File: config.mk
export PLATFORM = sky130hd
export DESIGN_NAME = rmq_div_cell
export DESIGN_NICKNAME = d
export VERILOG_FILES = /design/src/design/rmq_pkg.sv /design/src/design/rmq_div_cell.sv
export SDC_FILE = /design/constraint.sdc
export NUM_CORES = 1
export LEC_CHECK = 0
export ABC_AREA = 1
export BUFFER_PORTS_ARGS = -buffer_cell sky130_fd_sc_hd__clkbuf_2
export CORE_AREA = 2 2 251 253
export CTS_CLUSTER_DIAMETER = 30
export DETAILED_ROUTE_END_ITERATION = 8
export DIE_AREA = 0 0 253 255
export GPL_TIMING_DRIVEN = 0
export PLACE_DENSITY = 0.56
export SLEW_MARGIN = 20
export SYNTH_ARGS = -nofsm -noshare
export SYNTH_HDL_FRONTEND = slang
export SYNTH_SLANG_ARGS = --single-unit
File: constraint.sdc
create_clock -name clock -period 1.5 [get_ports clock]
set_input_delay 0.15 -clock clock [delete_from_list [all_inputs] [get_ports clock]]
set_output_delay 0.15 -clock clock [all_outputs]
set_load 0.01 [all_outputs]
File: src/design/rmq_pkg.sv
// rmq_pkg: shared axis type for the rotation matrix to quaternion block
// no dependencies

package rmq_pkg;

   typedef enum logic [1:0] {
      AXIS_X = 2'd0,
      AXIS_Y = 2'd1,
      AXIS_Z = 2'd2,
      AXIS_W = 2'd3
   } axis_type;

endpackage

File: src/design/rmq_div_cell.sv
// rmq_div_cell: one quotient bit of three parallel restoring dividers
// depends on rmq_pkg

module rmq_div_cell import rmq_pkg::*; #(
   parameter int NW = 40,
   parameter int SW = 24,
   parameter int PW = 100
) (
   input  logic              clock,
   input  logic [2:0][NW-1:0] num_in,
   input  logic [2:0][SW:0]   rem_in,
   input  logic [SW-1:0]      den_in,
   input  logic [PW-1:0]      pass_in,
   output logic [2:0][NW-1:0] num_out,
   output logic [2:0][SW:0]   rem_out,
   output logic [SW-1:0]      den_out,
   output logic [PW-1:0]      pass_out
);

   logic [2:0][NW-1:0] num_ff;
   logic [2:0][SW:0]   rem_ff;
   logic [SW-1:0]      den_ff;
   logic [PW-1:0]      pass_ff;
   logic [2:0][SW+1:0] cur;

   always_comb begin
      for (int l = 0; l < 3; l++) begin
         cur[l] = {rem_in[l], num_in[l][NW-1]};
      end
   end

   always_ff @(posedge clock) begin
      for (int l = 0; l < 3; l++) begin
         if (cur[l] >= {2'b00, den_in}) begin
            rem_ff[l] <= (SW+1)'(cur[l] - {2'b00, den_in});
            num_ff[l] <= {num_in[l][NW-2:0], 1'b1};
         end else begin
            rem_ff[l] <= (SW+1)'(cur[l]);
            num_ff[l] <= {num_in[l][NW-2:0], 1'b0};
         end
      end
      den_ff  <= den_in;
      pass_ff <= pass_in;
   end

   assign num_out  = num_ff;
   assign rem_out  = rem_ff;
   assign den_out  = den_ff;
   assign pass_out = pass_ff;

endmodule

### Word-level counts from Yosys, hierarchy flattened

Cells that the tools add are included.

| storage, ports and cells | value |
|---|---|
| register bits after elaboration | 319 |
| input bits | 320 |
| word-level logic and storage cells | 20 |

| operators by class | value |
|---|---|
| add/subtract/negate cells | 3 |
| order comparisons | 3 |
| muxes and demuxes | 6 |

Operators with widths:

| cell | number |
|---|---|
| greater-or-equal comparator 26 x 24 -> 1 bit | 3 |
| two-way mux 25 bit | 3 |
| subtractor 25 x 24 -> 25 bit | 3 |
| two-way mux 1 bit | 3 |

### Depth between registers and ports, before layout

Gate-level depths: netlist of the first run.

| depth | value |
|---|---|
| depth after elaboration | 2 |
| depth in mapped cells | 14 |
| depth with buffers taken out | 14 |

### Worst setup path before layout of the first run

OpenSTA, ideal clock, no wires.

| timing | value |
|---|---|
| kind | input to register |
| from | input num_in[39] (netlist name) |
| to | register rem_ff, in the netlist rem_out[22] |
| setup time | 0.113 ns |
| arrival time | 1.551 ns |
| path slack | -0.164 ns |
| stages | 11 |
| path buffers | 1 |
| path through | inv_1 ha_1 inv_1 fa_1 nand3_1 nand3_1 nand3_4 nand3_4 buf_8 nand2_1 nand2_1 |

| between the ends | value |
|---|---|
| longest elaborated chain between the ends | 2 |
| elaborated cells on any way between the ends | 3 |
| classes of those cells | add/sub: 1; order compare: 1; mux: 1 |

Ends and longest elaborated chain:

| what | RTL line | RTL |
|---|---|---|
| from (decl) | rmq_div_cell.sv:10 | `input logic [2:0][NW-1:0] num_in,` |
| subtractor 25 x 24 -> 25 bit or greater-or-equal comparator 26 x 24 -> 1 bit (tied branches) | rmq_div_cell.sv:35, rmq_div_cell.sv:34 |  |
| two-way mux 25 bit * | rmq_div_cell.sv:34 | `if (cur[l] >= {2'b00, den_in}) begin` |
| to (signal, indexed assignment) | rmq_div_cell.sv:35 | `rem_ff[l] <= (SW+1)'(cur[l] - {2'b00, den_in});` |
| to (signal, indexed assignment) | rmq_div_cell.sv:38 | `rem_ff[l] <= (SW+1)'(cur[l]);` |
| to (decl) | rmq_div_cell.sv:21 | `logic [2:0][SW:0] rem_ff;` |

Mark *: on every way between the ends. The rest lies on a longest branch, timed or not.

### Worst setup path in the final report of the first run

| timing | value |
|---|---|
| from | input den_in[5] |
| to | register rem_ff, in the netlist rem_out[57] |

| between the ends | value |
|---|---|
| longest elaborated chain between the ends | 2 |
| elaborated cells on any way between the ends | 3 |
| classes of those cells | add/sub: 1; order compare: 1; mux: 1 |

Ends and longest elaborated chain:

| what | RTL line | RTL |
|---|---|---|
| from (decl) | rmq_div_cell.sv:12 | `input logic [SW-1:0] den_in,` |
| subtractor 25 x 24 -> 25 bit or greater-or-equal comparator 26 x 24 -> 1 bit (tied branches) | rmq_div_cell.sv:35, rmq_div_cell.sv:34 |  |
| two-way mux 25 bit * | rmq_div_cell.sv:34 |  |

Marks and branches as above.

==> run metrics, run 1 <==
Nets 3276; antenna violations before repair 35; H-tree depth 3; MaxCap Viol Count 0; Synth Instances 1783; maximum vdd drop 0.677 mV; Via density 4.19; top cells by area, synth dfxtp_1, nand2_1, inv_1, ha_1, nand3_1; non-filler cells, final 3749; WP data arrival 2020 ps; P&R area growth vs syn 91.6%; post-place instance area 17900 um2; first-pass GRT wire length 98.8 mm; core area 62200 um2; nature of the critical path startpoint input pin; post-route cell area 25700 um2; vias in the first global route 15500; Cell Pwr Density 1280 nW/um2; Lkg Pwr 13.3 nW; CTS root buffer clkbuf_16; Final Setup Violations 0; Yosys top cell area share 47.6%; Placer Congestion 0.904; FP Rows 92; TritonCTS clock tree built; sequential share of the synthesized area 47.6%; Slew @ Worst Pin 412 ps; cell count after placement 3220; Critical Path Fanout Max 6; Yosys cell types 31; DIE WIDTH 253 um; DR DRC count 0; Synthesized Nets 2178; Max Clock Freq 0.669 GHz; Max clock buf depth 3; CP Data Required Time 2030 ps; post-route ant nets 0; die area 64500 um2; largest net degree at the start of global routing 15; Synth Cell Area 13400 um2; Min Hold Slack -6.47 ps; GRT Overall Usage 21.3%; Syn. warnings 0; die span in y 255 um; Worst Hold Class in -> reg; leading area contributor after synthesis dfxtp_1; Tcrit/Tclk final 99.7%; Iter 0 DRT Violations 922; number of vias in the routed layout 15700; Seq cells post-synth 319; Tmin final 1500 ps; routed wire length per instance 19.4 um; CTS Buf Count 73; Post-Syn Area per Cell 7.52 um2; layout cells sized above 1 37.6%; status finished, violations left; Setup Crit Path Kind in -> reg; crit end category flip-flop; total wire length 72.9 mm; failing checks hold timing; IO buf count 638; Hold Fails Final Rpt 1; Pwr Total 33.0 mW; clk slew on worst S/H paths 40 ps; Clock Sink Count 319; TritonRoute pass-1 iters 7; Initial Util 21.6%; HPWL after detailed placement 55.5 mm; fill count 6097; Final Slew Violations 0; Slew HR 72.4%; grt ovf 0; I/O pin total 639
==> repair_timing <==
item,in CTS,in global routing
hold buffers,314,2
hold endpoints to repair,316,2
setup endpoints to repair,74,75
cloned,0,3
resized for setup,89,175
buffers inserted,36,35
pin swaps,17,46
==> cell usage in the layout (no fill, tap or decap), drive strengths merged, types with 50 or more instances in the layout <==
cell / n
clkbuf: 723
nand2: 697
dfxtp: 319
dlygate4sd3: 316
inv: 305
nand3: 121
nor2: 100
buf: 91
ha: 72
nand4: 50
==> critical path, cell delays in order <==
cell and delay [ps]:
buf_6 80, clkinvlp_4 150, buf_6 160, ha_4 290, buf_6 110, nand2_2 50, nand2_2 80, inv_2 40
nand2_2 60, nand2_2 60, nand3_4 110, nand4_4 190, nand2_8 190, clkbuf_16 160, nand2_1 50, nand2_1 80
==> synthesized netlist by cell type <==
cell type  count
nor4_4         1
and2_1        10
fa_1           3
nor2_1        83
nand3b_2       2
nand4_4        2
buf_6          4
nor2_4         3
a21oi_1       28
buf_2         10
nor3_1         3
inv_1        302
nor3_2         3
nand2_4        2
nand4_1       48
nand2_1      688
or2_2          5
nand3_2        1
nor2_2        14
buf_4          4
ha_1          72
dfxtp_1      319
nand3b_1       3
xor2_1        35
a21oi_2        2
nand3_4        3
buf_8          2
inv_2          6
a21oi_4        1
nand2_2        7
nand3_1      117
==> cell type report <==
class                           count  area, um2  share of cell area, %
Timing Repair Buffer             1026       7210                   28.1
Multi-Input combinational cell   1136       6970                   27.1
Sequential cell                   319       6390                   24.8
Clock buffer                       87       1960                   7.62
Inverter                          308       1240                   4.81
Tap cell                          799       1000                   3.89
Clock inverter                     48        714                   2.78
Buffer                             17        203                  0.789
Antenna cell                        9       22.5                 0.0876
==> sequential cells by signal, indices dropped and copies added (netlist names) <==
signal	cells
num_out	120
pass_out	100
den_out	24
rem_out	75
==> path summary, 6_finish.rpt <==
path / cells after the start / start / end
setup / recovery: 16 / den_in[5] / rem_out[57]
hold / removal: 4 / rem_in[0] / rem_out[1]
==> metal layers <==
| metal | global-route usage, % | vias up | wire, um |
|---|---|---|---|
| li1 | - | 7679 | - |
| met3 | 5.97 | 183 | 5270 |
| met5 | 0 | - | 57 |
| met1 | 21.6 | 7146 | 26300 |
| met2 | 39.8 | 683 | 37600 |
| met4 | 10.5 | 8 | 3560 |
==> where the power goes <==
| part | switching (mW) | internal [mW] |
|---|---|---|
| Clock | 5.68 | 11.3 |
| Combinational | 3.64 | 2.85 |
| Sequential | 0.276 | 9.28 |
| Total | 9.60 | 23.4 |
==> per-stage QoR <==
stage / worst slack [ps] / hold WS, ps / setup TNS (ps) / util (%)
after detailed placement: -1040 / 254 / -66850 / 28.8
after floorplan: -110 / 178 / -4840 / -
final: 5.00 / -6.47 / 0 / 41.4
after CTS: 0.0617 / -184 / 0 / 39.8
after global placement: -1050 / 252 / -67310 / 28.8
after global routing: -56.0 / 12.5 / -898 / 41.3
==> cells by family after synthesis <==
family / count (synthesis) / synth area share (%)
AO/OA/AOI/OAI: 31 / 1.30
buffers and inverters: 328 / 9.77
flip-flops: 319 / 47.6
adder cells (fa/ha/maj): 75 / 7.16
AND/OR/NAND/NOR: 995 / 31.9
XOR/XNOR: 35 / 2.28
No activity file was read; power rests on OpenSTA's default activity.
==> run 2, diff against run 1 <==
- RECOVER_POWER: unset -> 50
==> run 2 against run 1 <==
  * The run still ends with hold timing left
  * Non-clock buffer count unchanged
  * Largest cell class unchanged
  * Fmax down 0.18%
  * Sequential cell count stayed put
  * Critical path depth unchanged
  * Clock power about the same
  * Core utilization about the same
  * First-iteration DRC count increased by 0.11%
  * Routed wire length about the same
  * Sequential power about the same
  * Setup slack got worse by 2.7 ps
  * Critical path type unchanged
  * Final area is essentially flat
  * Clock-buffer cell count is the same
==> run metrics, run 2 (synthesis results as in run 1) <==
final worst setup slack 2.25 ps (-2.75 ps); routed wire length per instance 19.4 um (about the same); core area 62200 um2 (unchanged); Crit-path slowest cell ha_4; Via density 4.19 (about the same); vias in the first global route 15500 (unchanged); DR DRC count 0 (unchanged); Worst Hold Class in -> reg; Setup Crit Path Kind in -> reg; crit end category flip-flop; Cell Pwr Density 1280 nW/um2 (about the same); post-place instance area 17900 um2 (unchanged); first-pass GRT wire length 98.8 mm (unchanged); grt ovf 0 (unchanged); post-place setup slack -1040 ps (unchanged); CP Data Required Time 2030 ps (about the same); GRT Overall Usage 21.3% (unchanged); Final Slew Violations 0 (unchanged); Initial Util 21.6% (unchanged); layout cells sized above 1 37.4% (-0.17 points); Hold Fails Final Rpt 1 (unchanged); Slew HR 72.4% (about the same); failing checks hold timing; TritonRoute pass-1 iters 6 (-1); Tcrit/Tclk final 99.9% (+0.18 points); IO buf count 638 (unchanged); number of buffers and inverters on the critical path 6 (unchanged); CTS Buf Count 73 (unchanged); Placer Congestion 0.904 (unchanged); H-tree depth 3 (unchanged); Tmin final 1500 ps (+2.75 ps); Nets 3276 (unchanged); MaxCap Viol Count 0 (unchanged); I/O pin total 639 (unchanged); Slew @ Worst Pin 412 ps (-0.176 ps); most frequent CP cell nand2_2; CTS root buffer clkbuf_16; Final Util 41.3% (about the same); FP Rows 92 (unchanged); CP startpoint den_in[5]; hold wc startpoint rem_in[0]; Clock Sink Count 319 (unchanged); HPWL after detailed placement 55.5 mm (unchanged); CP delay by family, top simple AND/OR/NAND/NOR gates; number of vias in the routed layout 15700 (-0.032%); final setup TNS 0 ps (unchanged); post-route cell area 25700 um2 (about the same); antenna violations before repair 35 (unchanged); die span in y 255 um (unchanged); most common cell after layout, fill and taps aside clkbuf_2; die area 64500 um2 (unchanged); clk slew on worst S/H paths 40 ps (about the same); status finished, violations left; post-route ant nets 0 (unchanged); nature of the critical path startpoint input pin; Final Setup Violations 0 (unchanged); total wire length 72.9 mm (about the same); Iter 0 DRT Violations 923 (+0.11%); Min Hold Slack -2.39 ps (+4.09 ps); TritonCTS clock tree built; largest net degree at the start of global routing 15 (unchanged); Lkg Pwr 13.3 nW (-0.11%); P&R area growth vs syn 91.5% (about the same); maximum vdd drop 0.677 mV (about the same); critical path, cell by cell buf_6 -> clkinvlp_4 -> buf_6 -> ha_4 -> buf_6 -> nand2_2 -> nand2_2 -> inv_2 -> nand2_2 -> nand2_2 -> nand3_4 -> nand4_4 -> nand2_8 -> clkbuf_16 -> nand2_1 -> nand2_1; most frequent cells in the layout clkbuf_2, nand2_1, dfxtp_1, dlygate4sd3_1, inv_1; Critical Path Fanout Max 6 (unchanged); Largest register FFs 120 (unchanged); Max clock buf depth 3 (unchanged); DIE WIDTH 253 um (unchanged); WP data arrival 2030 ps (about the same); Max Clock Freq 0.668 GHz (-0.18%); Worst path max stage delay 290 ps (about the same)
[run 2: area by class of cell]
class,instances,area [um2]
Inverter,308,1240
Multi-Input combinational cell,1136,6970
Antenna cell,9,22.5
Timing Repair Buffer,1026,7210
Fill cell,6101,36500
Buffer,17,203
Clock buffer,87,1960
Sequential cell,319,6390
Clock inverter,48,714
Tap cell,799,1000
[run 2: repair_timing]
item	in CTS	in global routing
endpoints found under the hold margin	316	2
setup buffers	36	35
resized for setup	89	175
hold buffers	314	2
pin swaps	17	46
cloned	0	3
setup endpoints to repair	74	75
[run 2: path summary, 6_finish.rpt]
path                           to  cells after the start
worst max-delay path  rem_out[57]                     16
worst min-delay path   rem_out[1]                      4
[run 2: power breakdown]
group / switching (mW) / internal [mW]
Sequential: 0.276 / 9.28
Clock: 5.68 / 11.3
Combinational: 3.65 / 2.85
[run 2: stage by stage]
| step | hold slack (ps) | instances | power, mW |
|---|---|---|---|
| floorplan | 178 | 1783 | 12.3 |
| global placement | 252 | 3220 | 14.6 |
| detailed placement | 254 | 3220 | 14.6 |
| CTS | -184 | 3704 | 32.8 |
| global route | 12.5 | 3746 | 34.3 |
| finish | -2.39 | 3749 | 33.0 |
[run 2: routing by layer]
layer | share of wire [%] | GRT usage [%]
met1 | 36 | 21.6
met2 | 52 | 39.8
met3 | 7.2 | 5.97
met4 | 4.8 | 10.5
met5 | 0.059 | 0
