--- src/design/rmq_pkg.sv ---
// rmq_pkg: shared axis type for the rotation matrix to quaternion block
// no dependencies

package rmq_pkg;

   typedef enum logic [1:0] {
      AXIS_X = 2'd0,
      AXIS_Y = 2'd1,
      AXIS_Z = 2'd2,
      AXIS_W = 2'd3
   } axis_type;

endpackage

--- src/design/rmq_sqrt_cell.sv ---
// rmq_sqrt_cell: one restoring step of the pipelined integer square root
// depends on rmq_pkg

module rmq_sqrt_cell import rmq_pkg::*; #(
   parameter int RW    = 48,
   parameter int STEP  = 0,
   parameter int PW    = 160
) (
   input  logic          clock,
   input  logic [RW-1:0] rem_in,
   input  logic [RW-1:0] rad_in,
   input  logic [RW-1:0] root_in,
   input  logic [PW-1:0] pass_in,
   output logic [RW-1:0] rem_out,
   output logic [RW-1:0] rad_out,
   output logic [RW-1:0] root_out,
   output logic [PW-1:0] pass_out
);

   logic [RW+1:0] trial;
   logic [RW+1:0] cur;
   logic [RW-1:0] rem_ff, rad_ff, root_ff;
   logic [PW-1:0] pass_ff;

   always_comb begin
      cur   = {rem_in, rad_in[RW-1 -: 2]};
      trial = {root_in, 2'b01};
   end

   always_ff @(posedge clock) begin
      if (cur >= trial) begin
         rem_ff  <= RW'(cur - trial);
         root_ff <= {root_in[RW-2:0], 1'b1};
      end else begin
         rem_ff  <= RW'(cur);
         root_ff <= {root_in[RW-2:0], 1'b0};
      end
      rad_ff  <= {rad_in[RW-3:0], 2'b00};
      pass_ff <= pass_in;
   end

   assign rem_out  = rem_ff;
   assign rad_out  = rad_ff;
   assign root_out = root_ff;
   assign pass_out = pass_ff;

   logic unused_step;
   assign unused_step = (STEP < 0);

endmodule

--- config.mk ---
export PLATFORM = sky130hd
export DESIGN_NAME = rmq_sqrt_cell
export DESIGN_NICKNAME = d
export VERILOG_FILES = /design/src/design/rmq_pkg.sv /design/src/design/rmq_sqrt_cell.sv
export SDC_FILE = /design/constraint.sdc
export NUM_CORES = 1
export LEC_CHECK = 0
export BUFFER_PORTS_ARGS = -buffer_cell sky130_fd_sc_hd__buf_2
export CAP_MARGIN = 10
export CELL_PAD_IN_SITES_DETAIL_PLACEMENT = 1
export CELL_PAD_IN_SITES_GLOBAL_PLACEMENT = 2
export CORE_AREA = 3 3 238 240
export DETAILED_ROUTE_END_ITERATION = 8
export DIE_AREA = 0 0 241 243
export GPL_TIMING_DRIVEN = 1
export HOLD_SLACK_MARGIN = 0.08
export PLACE_DENSITY_LB_ADDON = 0.05
export RECOVER_POWER = 50
export SETUP_SLACK_MARGIN = 0.05
export SYNTH_ARGS = -nofsm -noshare
export SYNTH_HDL_FRONTEND = slang
export SYNTH_SLANG_ARGS = --single-unit
--- constraint.sdc ---
create_clock -name clock -period 3.73 [get_ports clock]
set_input_delay 0.1865 -clock clock [delete_from_list [all_inputs] [get_ports clock]]
set_output_delay 0.1865 -clock clock [all_outputs]
set_load 0.005 [all_outputs]
# --- Word-level counts from Yosys, hierarchy flattened ---
# Index checks and enable logic that the tools add are counted.
word_totals:
  regBits: 302
  latch_bits: 0
  ram_bits: 0
  romBits: 0
  inputBits: 305
  output_inout_bits: 304
  memories: 0
op_classes:
  add_sub_neg: 1
  n_mul: 0
  n_div: 0
  order_cmp: 1
  n_eq_ne: 0
  shift: 0
  n_mux: 2
  bitwise: 0
  reduce_logical: 0
op_table:
  columns: ["op", "count"]
  rows:
  - ["50-bit greater-or-equal comparator", 1]
  - ["48-bit two-way mux", 1]
  - ["48-bit subtractor", 1]
  - ["1-bit two-way mux", 1]

# --- Depth between registers and ports, before layout ---
# Gate-level depths: netlist of the first run.
logic_depth:
  depth_word: 2
  mapped_depth: 15
  depth_no_buf: 11

# --- Worst setup path after synthesis of the first run ---
# No wires, ideal clock.
synth_path:
  path_kind: "input -> register"
  from: "input root_in[12]"
  to: "register rem_ff[11] (netlist: rem_out[11])"
  setup_ns: 0.123
  arrival_time_ns: 2.803
  required_ns: 3.607
  path_slack_ns: 0.804
  path_stages: 14
  path_cell_list: "inv_1 -> ha_1 -> buf_2 -> and4_1 -> and3_2 -> a21o_1 -> a211oi_2 -> nand3b_4 -> a2111oi_4 -> nor3_2 -> or2_1 -> buf_2 -> buf_4 -> mux2_1"
synth_between:
  elab_chain_cells: 2
synth_rtl:
  columns: ["item", "line_no", "rtl"]
  rows:
  - ["start: declaration", "rmq_sqrt_cell.sv:12", "input logic [RW-1:0] root_in,"]
  - ["50-bit greater-or-equal comparator", "rmq_sqrt_cell.sv:31", "if (cur >= trial) begin"]
  - ["48-bit two-way mux", "rmq_sqrt_cell.sv:31", null]
  - ["end signal: assignment", "rmq_sqrt_cell.sv:32", "rem_ff <= RW'(cur - trial);"]
  - ["end signal: assignment", "rmq_sqrt_cell.sv:35", "rem_ff <= RW'(cur);"]
  - ["end: declaration", "rmq_sqrt_cell.sv:22", "logic [RW-1:0] rem_ff, rad_ff, root_ff;"]
# No other way between the ends.

# --- Worst setup path in the final report of the first run ---
layout_path:
  from: "input root_in[13]"
  to: "register rem_ff[45] (netlist: rem_out[45])"
layout_between:
  elab_chain_cells: 2
  word_cells_on_any_way: 3
  cone_classes: "add/sub: 1; order compare: 1; mux: 1"
layout_rtl:
  columns: ["item", "line_no"]
  rows:
  - ["48-bit subtractor / 50-bit greater-or-equal comparator (equally long branches)", "rmq_sqrt_cell.sv:32, rmq_sqrt_cell.sv:31"]
  - ["48-bit two-way mux *", "rmq_sqrt_cell.sv:31"]
# Every way passes the cells marked *; elsewhere a longest branch is shown, timed or not.

==> summary.md, run 1 <==
| Metric | Value |
|---|---|
| Final Hold Viols | 0 |
| Synth Warn # | 0 |
| Clock tree sinks | ~300 |
| Crit path DAT | 3.84 ns |
| P_int | between 6 and 7 mW |
| Seq/Total Area, Yosys | between 60% and 70% |
| Total power | a little under 9 mW |
| Worst hold slack | around 0.28 ns |
| Synth Area in Adders | ~6.4% |
| FILL cells | between 6000 and 7000 |
| Status | finished clean |
| F_max | between 200 and 300 MHz |
| Final WL | about 50 mm |
| Core ar. | roughly 55000 um^2 |
| CP top delay family | buffers and inverters |
| Req. time, crit path | a little over 4 ns |
| Area contributors post-synth | dfxtp_1 62%, ha_1 6.4%, mux2_1 4.5%, a21oi_1 2.8%, inv_1 2.4% |
| Simple-gate share of the synthesized area | under 10% |
| Post-Synthesis Cell Area | between 9000 and 10000 um^2 |
| Fin crit share | between 90% and 100% |
| Post-synthesis xor/xnor area fraction | under 10% |
| Post-DP HPWL | between 30 and 40 mm |
| Multiplexer area fraction after synthesis | under 10% |
| First-pass GRT wire length | slightly above 70 mm |
| # rows | 86 |
| Final Worst Setup Slack | about 0.31 ns |
| Pre-CTS setup slack | ~0.18 ns |
| Critical path origin | root_in[13] |
| Syn Area/Cell | 11.62 um^2 |
| Gr usage total | roughly 16% |
| DR vias/cell | a little under 4 |
| Min-delay worst type | input pin to flip-flop |
| Power per cell area | between 400 and 500 nW/um^2 |
| Detailed Route Iter0 Violations | 260 |
| Compound-Gate Fraction of Synth Area | between 10 and 15% |
| Final setup vio count | 0 |
| Ys async rst share | 0% |
| Deepest clock path buffer count | 3 |
| Final worst path period need | roughly 3.4 ns |
| Worst-path clk slew | about 0.050 ns |
| Synth-to-Final Area Change | 83.57% |
| # DRC | 0 |
| IO buf count | 606 |
| Leak | 8.506 nW |
| Yosys reg bits | roughly 300 |
| Slowest stage delay, CP | ~0.53 ns |
| Netlist cell types | 62 |
| Number of global-route vias before repair | between 10000 and 15000 |
| Final Max Tran Viols | 0 |
| Initial DRT Pass Iterations | 4 |
| Top FF cell, synth | dfxtp_1 |
| EDFF count, synth | 0 |
| CP max FO | 25 |
| Crit path kind | input pin to flip-flop |
| Sw Share | between 20% and 30% |
| Dpl cells | ~2100 |
| Nature of the critical path endpoint | flip-flop |
| Antenna viol nets, final | 0 |
| RSZ-0062 raised after global routing | no |
| CTS tree | yes |
| Final std cells w/o fill | between 2000 and 3000 |
| Worst Setup Start Kind | input pin |
| Max_cap viols | 0 |
| Max H-tree Level | 2 |
| Layout cells sized above 1 | roughly a third |
| Leading area contributor after synthesis | dfxtp_1 |
| Vias after detailed routing | roughly 9700 |
| Worst rel slew slack | 47.06% |
| Hold Crit Start | rad_in[25] |
| CP bufs+invs | 4 |
| Die Ht | 243 um |
| Largest family of logic cells by synthesized area | compound AO/OA/AOI/OAI gates |
| DR WL/cell | 19.41 um |
| Core Util, Final | between 30% and 40% |
| Post-DP Area | about 14000 um^2 |
| Slowest stage cell on the critical path | dlygate4sd3_1 |
| Gate Count Post-Synth | around 840 |
| Flop pwr share | 40.1% |
| Setup TNS | 0 ns |
| Largest net degree at the start of global routing | 26 |
| Total grt overflow | 0 |
| Initial core utilization | approximately 18% |
| VDD IR max | 0.0003077 V |
| Logic pwr share | between 10% and 20% |
| Initial antenna violation count | 1 |
| Sw Pwr | around 2.2 mW |
| TritonCTS buffer count | 38 |
| Yosys top cell area share | between 60% and 70% |
| Measured slew at the worst slew-check pin | a little under 0.8 ns |
| Die ar. | around 60000 um^2 |
| Top Ports | 609 |
| Final Cell Area | about 18000 um^2 |
| Die W | 241 um |
| GPL Wtd Cong | roughly 0.75 |
| Crit-path cells | dlygate4sd3_1 > clkbuf_1 > inv_1 > ha_1 > and3_1 > and3_2 > a21o_1 > a211oi_2 > nand3b_4 > a2111oi_4 > nor3_2 > or2_2 > buf_4 > mux2_1 |
| CTS Root Cell | clkbuf_16 |
| Clk pwr share | between 40% and 50% |
| Fin nets | roughly 2100 |
[Yosys cell counts (4+ instances only)]
master      n
dfxtp_1   302
inv_1      62
a21oi_1    55
ha_1       50
nand2_1    43
mux2_1     39
a21o_1     28
o21ai_0    28
nor2_1     25
xnor2_1    24
nand3_1    16
xor2_1     16
o21bai_1   13
clkbuf_1   11
nand4_1     9
o21a_1      8
and3_1      7
buf_2       7
nor3_1      7
o31ai_1     7
a31oi_1     5
buf_4       5
o211ai_1    5
a211oi_1    4
and2_1      4
o21ai_1     4
or2_2       4
[power by group through the flow]
stage / logic [mW] / clock network [mW] / registers (mW)
6_report: 1.52 / 3.76 / 3.53
5_1_grt: 1.68 / 4.06 / 3.55
4_1_cts: 1.57 / 3.92 / 3.53
3_5_place_dp: 1.29 / 0 / 3.60
3_3_place_gp: 1.29 / 0 / 3.60
2_1_floorplan: 0.540 / 0 / 3.63
[metal layers]
layer / GRT usage [%] / vias up / part of all wire, %
met2: 30.49 / 319 / 53
met5: 0 / - / 0
li1: - / 4759 / -
met3: 3.681 / 66 / 6.2
met4: 5.114 / 0 / 2.7
met1: 17.41 / 4549 / 38
[final timing paths]
path,slack [ns],end,cells after the start
worst min-delay path,0.28,rad_out[27]$_DFF_P_,2
worst max-delay path,0.31,rem_out[45]$_DFF_P_,14
[cells in the final DEF (no fill, tap or decap), types with 7 or more instances in the layout]
cell type / count
nand4_1: 9
clkbuf_8: 9
xnor2_1: 24
o21a_1: 8
dfxtp_1: 302
mux2_1: 39
inv_1: 62
ha_1: 50
a21o_1: 28
buf_4: 18
nand2_1: 43
xor2_1: 16
nor2_1: 25
clkbuf_1: 90
nand3_1: 16
o21ai_0: 27
o21bai_1: 13
o31ai_1: 7
a21oi_1: 54
nor3_1: 7
clkbuf_16: 39
buf_2: 524
and3_1: 7
dlygate4sd3_1: 301
[cells by family after synthesis]
kind of cell    Yosys count
compound gates          179
xor+xnor                 40
fa+ha+maj                50
buf+inv                  89
flops                   302
mux                      42
other cells               1
simple gates            136
[area by class of cell]
cell class	count	area [um^2]	share of cell area [%]
diodes	2	5.005	0.02797
clock inverters	9	141.4	0.7901
repair buffers	926	6100	34.09
inverters	63	236.5	1.321
multi-input cells	449	3344	18.69
well taps	704	880.8	4.922
flip-flops and latches	302	6046	33.79
clock buffers	59	1141	6.377
[state kept, by name, indices dropped and copies added (netlist names)]
name and count:
root_out 48, rad_out 46, rem_out 48, pass_out 160
[what timing repair did]
item / in CTS / in global routing
gates resized for setup: 0 / 5
endpoints found under the setup margin: 0 / 19
hold buffers: 301 / 0
setup buffers: 0 / 0
hold endpoints to repair: 301 / 0
Power figures use the tool's default switching activity.
==> inputs of run 2 (changes only) <==
--- a/config.mk
+++ b/config.mk
@@ -5,13 +5,14 @@
 export SDC_FILE = /design/constraint.sdc
 export NUM_CORES = 1
 export LEC_CHECK = 0
+export ABC_AREA = 1
 export BUFFER_PORTS_ARGS = -buffer_cell sky130_fd_sc_hd__buf_2
 export CAP_MARGIN = 10
 export CELL_PAD_IN_SITES_DETAIL_PLACEMENT = 1
 export CELL_PAD_IN_SITES_GLOBAL_PLACEMENT = 2
-export CORE_AREA = 3 3 238 240
+export CORE_AREA = 3 3 233 235
 export DETAILED_ROUTE_END_ITERATION = 8
-export DIE_AREA = 0 0 241 243
+export DIE_AREA = 0 0 236 238
 export GPL_TIMING_DRIVEN = 1
 export HOLD_SLACK_MARGIN = 0.08
 export PLACE_DENSITY_LB_ADDON = 0.05
==> run 2 against run 1 <==
Critical endpoint is now rem_out[19]$_DFF_P_. Largest cell class is now sequential cells. Synthesized cell count rose by 73%. Global-route usage rose by 4.3 points. Sequential share of layout area fell by 2.5 points. Largest power group unchanged.
==> summary.md, run 2 <==
| Metric | Value |
|---|---|
| Min-delay worst type | input pin to flip-flop |
| Ys async rst share | 0% (unchanged) |
| Nature of the critical path endpoint | flip-flop |
| Yosys reg bits | 302 (unchanged) |
| Synth-to-Final Area Change | 70.48% |
| Final worst path period need | 2.826 ns (-0.5903 ns) |
| Max_cap viols | 0 (unchanged) |
| Fin nets | 2735 (+28%) |
| Worst rel slew slack | 53.05% (+6.0 points) |
| Max H-tree Level | 2 (unchanged) |
| Seq/Total Area, Yosys | 53.26% (-8.8 points) |
| DR WL/cell | 19.02 um (-2.0%) |
| Netlist cell types | 30 (-52%) |
| CP max FO | 17 (-32%) |
| Top cells by count, synth | 513 x nand2_1, 302 x dfxtp_1, 264 x inv_1 |
| Gr usage total | 20.40% (+4.3 points) |
| Fin crit share | 75.76% (-16 points) |
| Vias after detailed routing | 12436 (+28%) |
| Final WL | 58.96 mm (+21%) |
| DR vias/cell | 4.013 (+4.1%) |
| Synth Warn # | 0 (unchanged) |
| Final setup vio count | 0 (unchanged) |
| Antenna viol nets, final | 0 (unchanged) |
| GPL Wtd Cong | 0.8046 (+6.9%) |
| Top FF cell, synth | dfxtp_1 |
| EDFF count, synth | 0 (unchanged) |
| Area contributors post-synth | dfxtp_1 53%, nand2_1 17%, inv_1 8.7%, ha_1 5.5%, nand4_1 3.2% |
| Syn Area/Cell | 7.817 um^2 (-33%) |
| IO buf count | 606 (unchanged) |
| Clock tree sinks | 302 (unchanged) |
| Total grt overflow | 0 (unchanged) |
| Deepest clock path buffer count | 3 (unchanged) |
| TritonCTS buffer count | 36 (-5.3%) |
| Crit path kind | input pin to flip-flop |
| # rows | 84 (-2.3%) |
| F_max | 353.9 MHz (+21%) |
| Yosys top cell area share | 53.26% (-8.8 points) |
| Req. time, crit path | 4.16 ns (about the same) |
| Status | finished clean |
| Leading area contributor after synthesis | dfxtp_1 |
| Crit path DAT | 3.26 ns (-0.58 ns) |
| Commonest non-fill, non-tap cells in the layout | 521 x buf_2, 513 x nand2_1, 302 x dfxtp_1 |
| Die ar. | 56170 um^2 (-4.1%) |
| FILL cells | 6407 (+1.1%) |
| Top Ports | 609 (unchanged) |
| Detailed Route Iter0 Violations | 378 (+45%) |
| Initial core utilization | 21.64% (+3.9 points) |
| Worst Setup Start Kind | input pin |
| Setup TNS | 0 ns (unchanged) |
| RSZ-0062 raised after global routing | no |
| VDD IR max | 0.0002913 V (-5.3%) |
| Core ar. | 52450 um^2 (-4.4%) |
| Power per cell area | 460.3 nW/um^2 (-6.5%) |
| Post-DP Area | 15170 um^2 (+11%) |
| Die Ht | 238 um (-2.1%) |
| Gate Count Post-Synth | 1452 (+73%) |
| First-pass GRT wire length | 87.15 mm (+23%) |
| Largest net degree at the start of global routing | 49 (+88%) |
| CTS Root Cell | clkbuf_16 |
| Post-DP HPWL | 47.39 mm (+22%) |
| Measured slew at the worst slew-check pin | 0.7042 ns (-0.07998 ns) |
| Number of global-route vias before repair | 13640 (+24%) |
| Final Max Tran Viols | 0 (unchanged) |
| Leak | 10.25 nW (+21%) |
| Final Cell Area | 19350 um^2 (+8.1%) |
| Commonest non-fill, non-tap cell in the layout | buf_2 |
| Hold depth | 2 (unchanged) |
| Initial DRT Pass Iterations | 4 (unchanged) |
| Die W | 236 um (-2.1%) |
| Post-CTS setup buffer count | 0 (unchanged) |
| Initial antenna violation count | 5 (+4) |
| Post-Synthesis Cell Area | 11350 um^2 (+16%) |
| Worst-path clk slew | 0.06 ns (about the same) |
| CTS tree | yes |
| # DRC | 0 (unchanged) |
| PostCTS Resize Cnt | 0 (unchanged) |
| Layout cells sized above 1 | 26.14% (-8.1 points) |
| Final Hold Viols | 0 (unchanged) |
| Max reg flops | 160 (unchanged) |
| Most numerous cell in the Yosys netlist | nand2_1 |
[run 2: cell types whose count changed after synthesis, moves of 28 or more]
cell | before | now
nor2_1 | 25 | 87
nand3_1 | 16 | 46
a21o_1 | 28 | 0
nand4_1 | 9 | 58
mux2_1 | 39 | 0
inv_1 | 62 | 264
nand2_1 | 43 | 513
[run 2: layout make-up]
class	count	area (um^2)	share of cell area (%)
diodes	5	12.51	0.06466
inverters	281	1055	5.451
clock inverters	15	220.2	1.138
clock buffers	49	1040	5.373
repair buffers	912	5991	30.96
well taps	688	860.8	4.448
multi-input cells	847	4126	21.32
flip-flops and latches	302	6046	31.24
[run 2: worst paths after layout]
kind	from	slack, ns	to
hold / removal	pass_in[41]	0.28	pass_out[41]$_DFF_P_
setup / recovery	root_in[39]	0.90	rem_out[19]$_DFF_P_
[run 2: stage by stage]
stage               total power, mW  utilization (%)  hold slack [ns]  cells  setup WS [ns]
CTS                           9.089            37.07           0.2374   3094         0.9080
detailed placement            5.055            28.93           0.2904   2729         0.8644
finish                        8.907            36.90           0.2841   3099         0.9040
floorplan                     4.272                -           0.2142   1453          1.967
global placement              5.054            28.93           0.2889   2729         0.8859
global route                  9.388            36.89           0.2612   3097         0.6396
[run 2: repair_timing]
action / 4_1_cts / 5_1_grt
hold buffers: 301 / 0
hold endpoints to repair: 301 / 0
setup endpoints to repair: 0 / 0
[run 2: worst max-delay path: stages]
cell and delay, ns:
dlygate4sd3_1 0.52, clkbuf_1 0.13, inv_1 0.06, ha_1 0.34
a21oi_1 0.31, nand2_1 0.18, inv_2 0.08, nand2_1 0.09
nand3_1 0.08, nand2_1 0.11, a21oi_4 0.15, nand3_2 0.47
buf_4 0.41, nand2_1 0.07, nand2_1 0.05
[run 2: cell families (layout without fill, tap and decap cells)]
group | Yosys count | in the layout | share of synthesized area [%]
DFF | 302 | 302 | 53.26
and+or+nand+nor | 733 | 733 | 26.93
other | 1 | 7 | 0.03304
buffers and inverters | 304 | 1257 | 10.53
AOI/OAI and AO/OA | 37 | 37 | 1.808
xor gates and xnor gates | 25 | 25 | 1.929
adders and majority gates | 50 | 50 | 5.511
[run 2: power by group]
group	switching (mW)	internal, mW	leakage [nW]
combinational	0.947	0.735	7.09
clock	1.44	2.25	0.612
sequential	0.0628	3.47	2.55
[run 2: layer usage]
layer / up-vias / track usage [%] / wire length (um)
li1: 6234 / - / -
met1: 5775 / 24.36 / 24310
met2: 348 / 36.90 / 29790
met3: 79 / 4.126 / 3218
met4: 0 / 6.047 / 1638
met5: - / 0 / 0
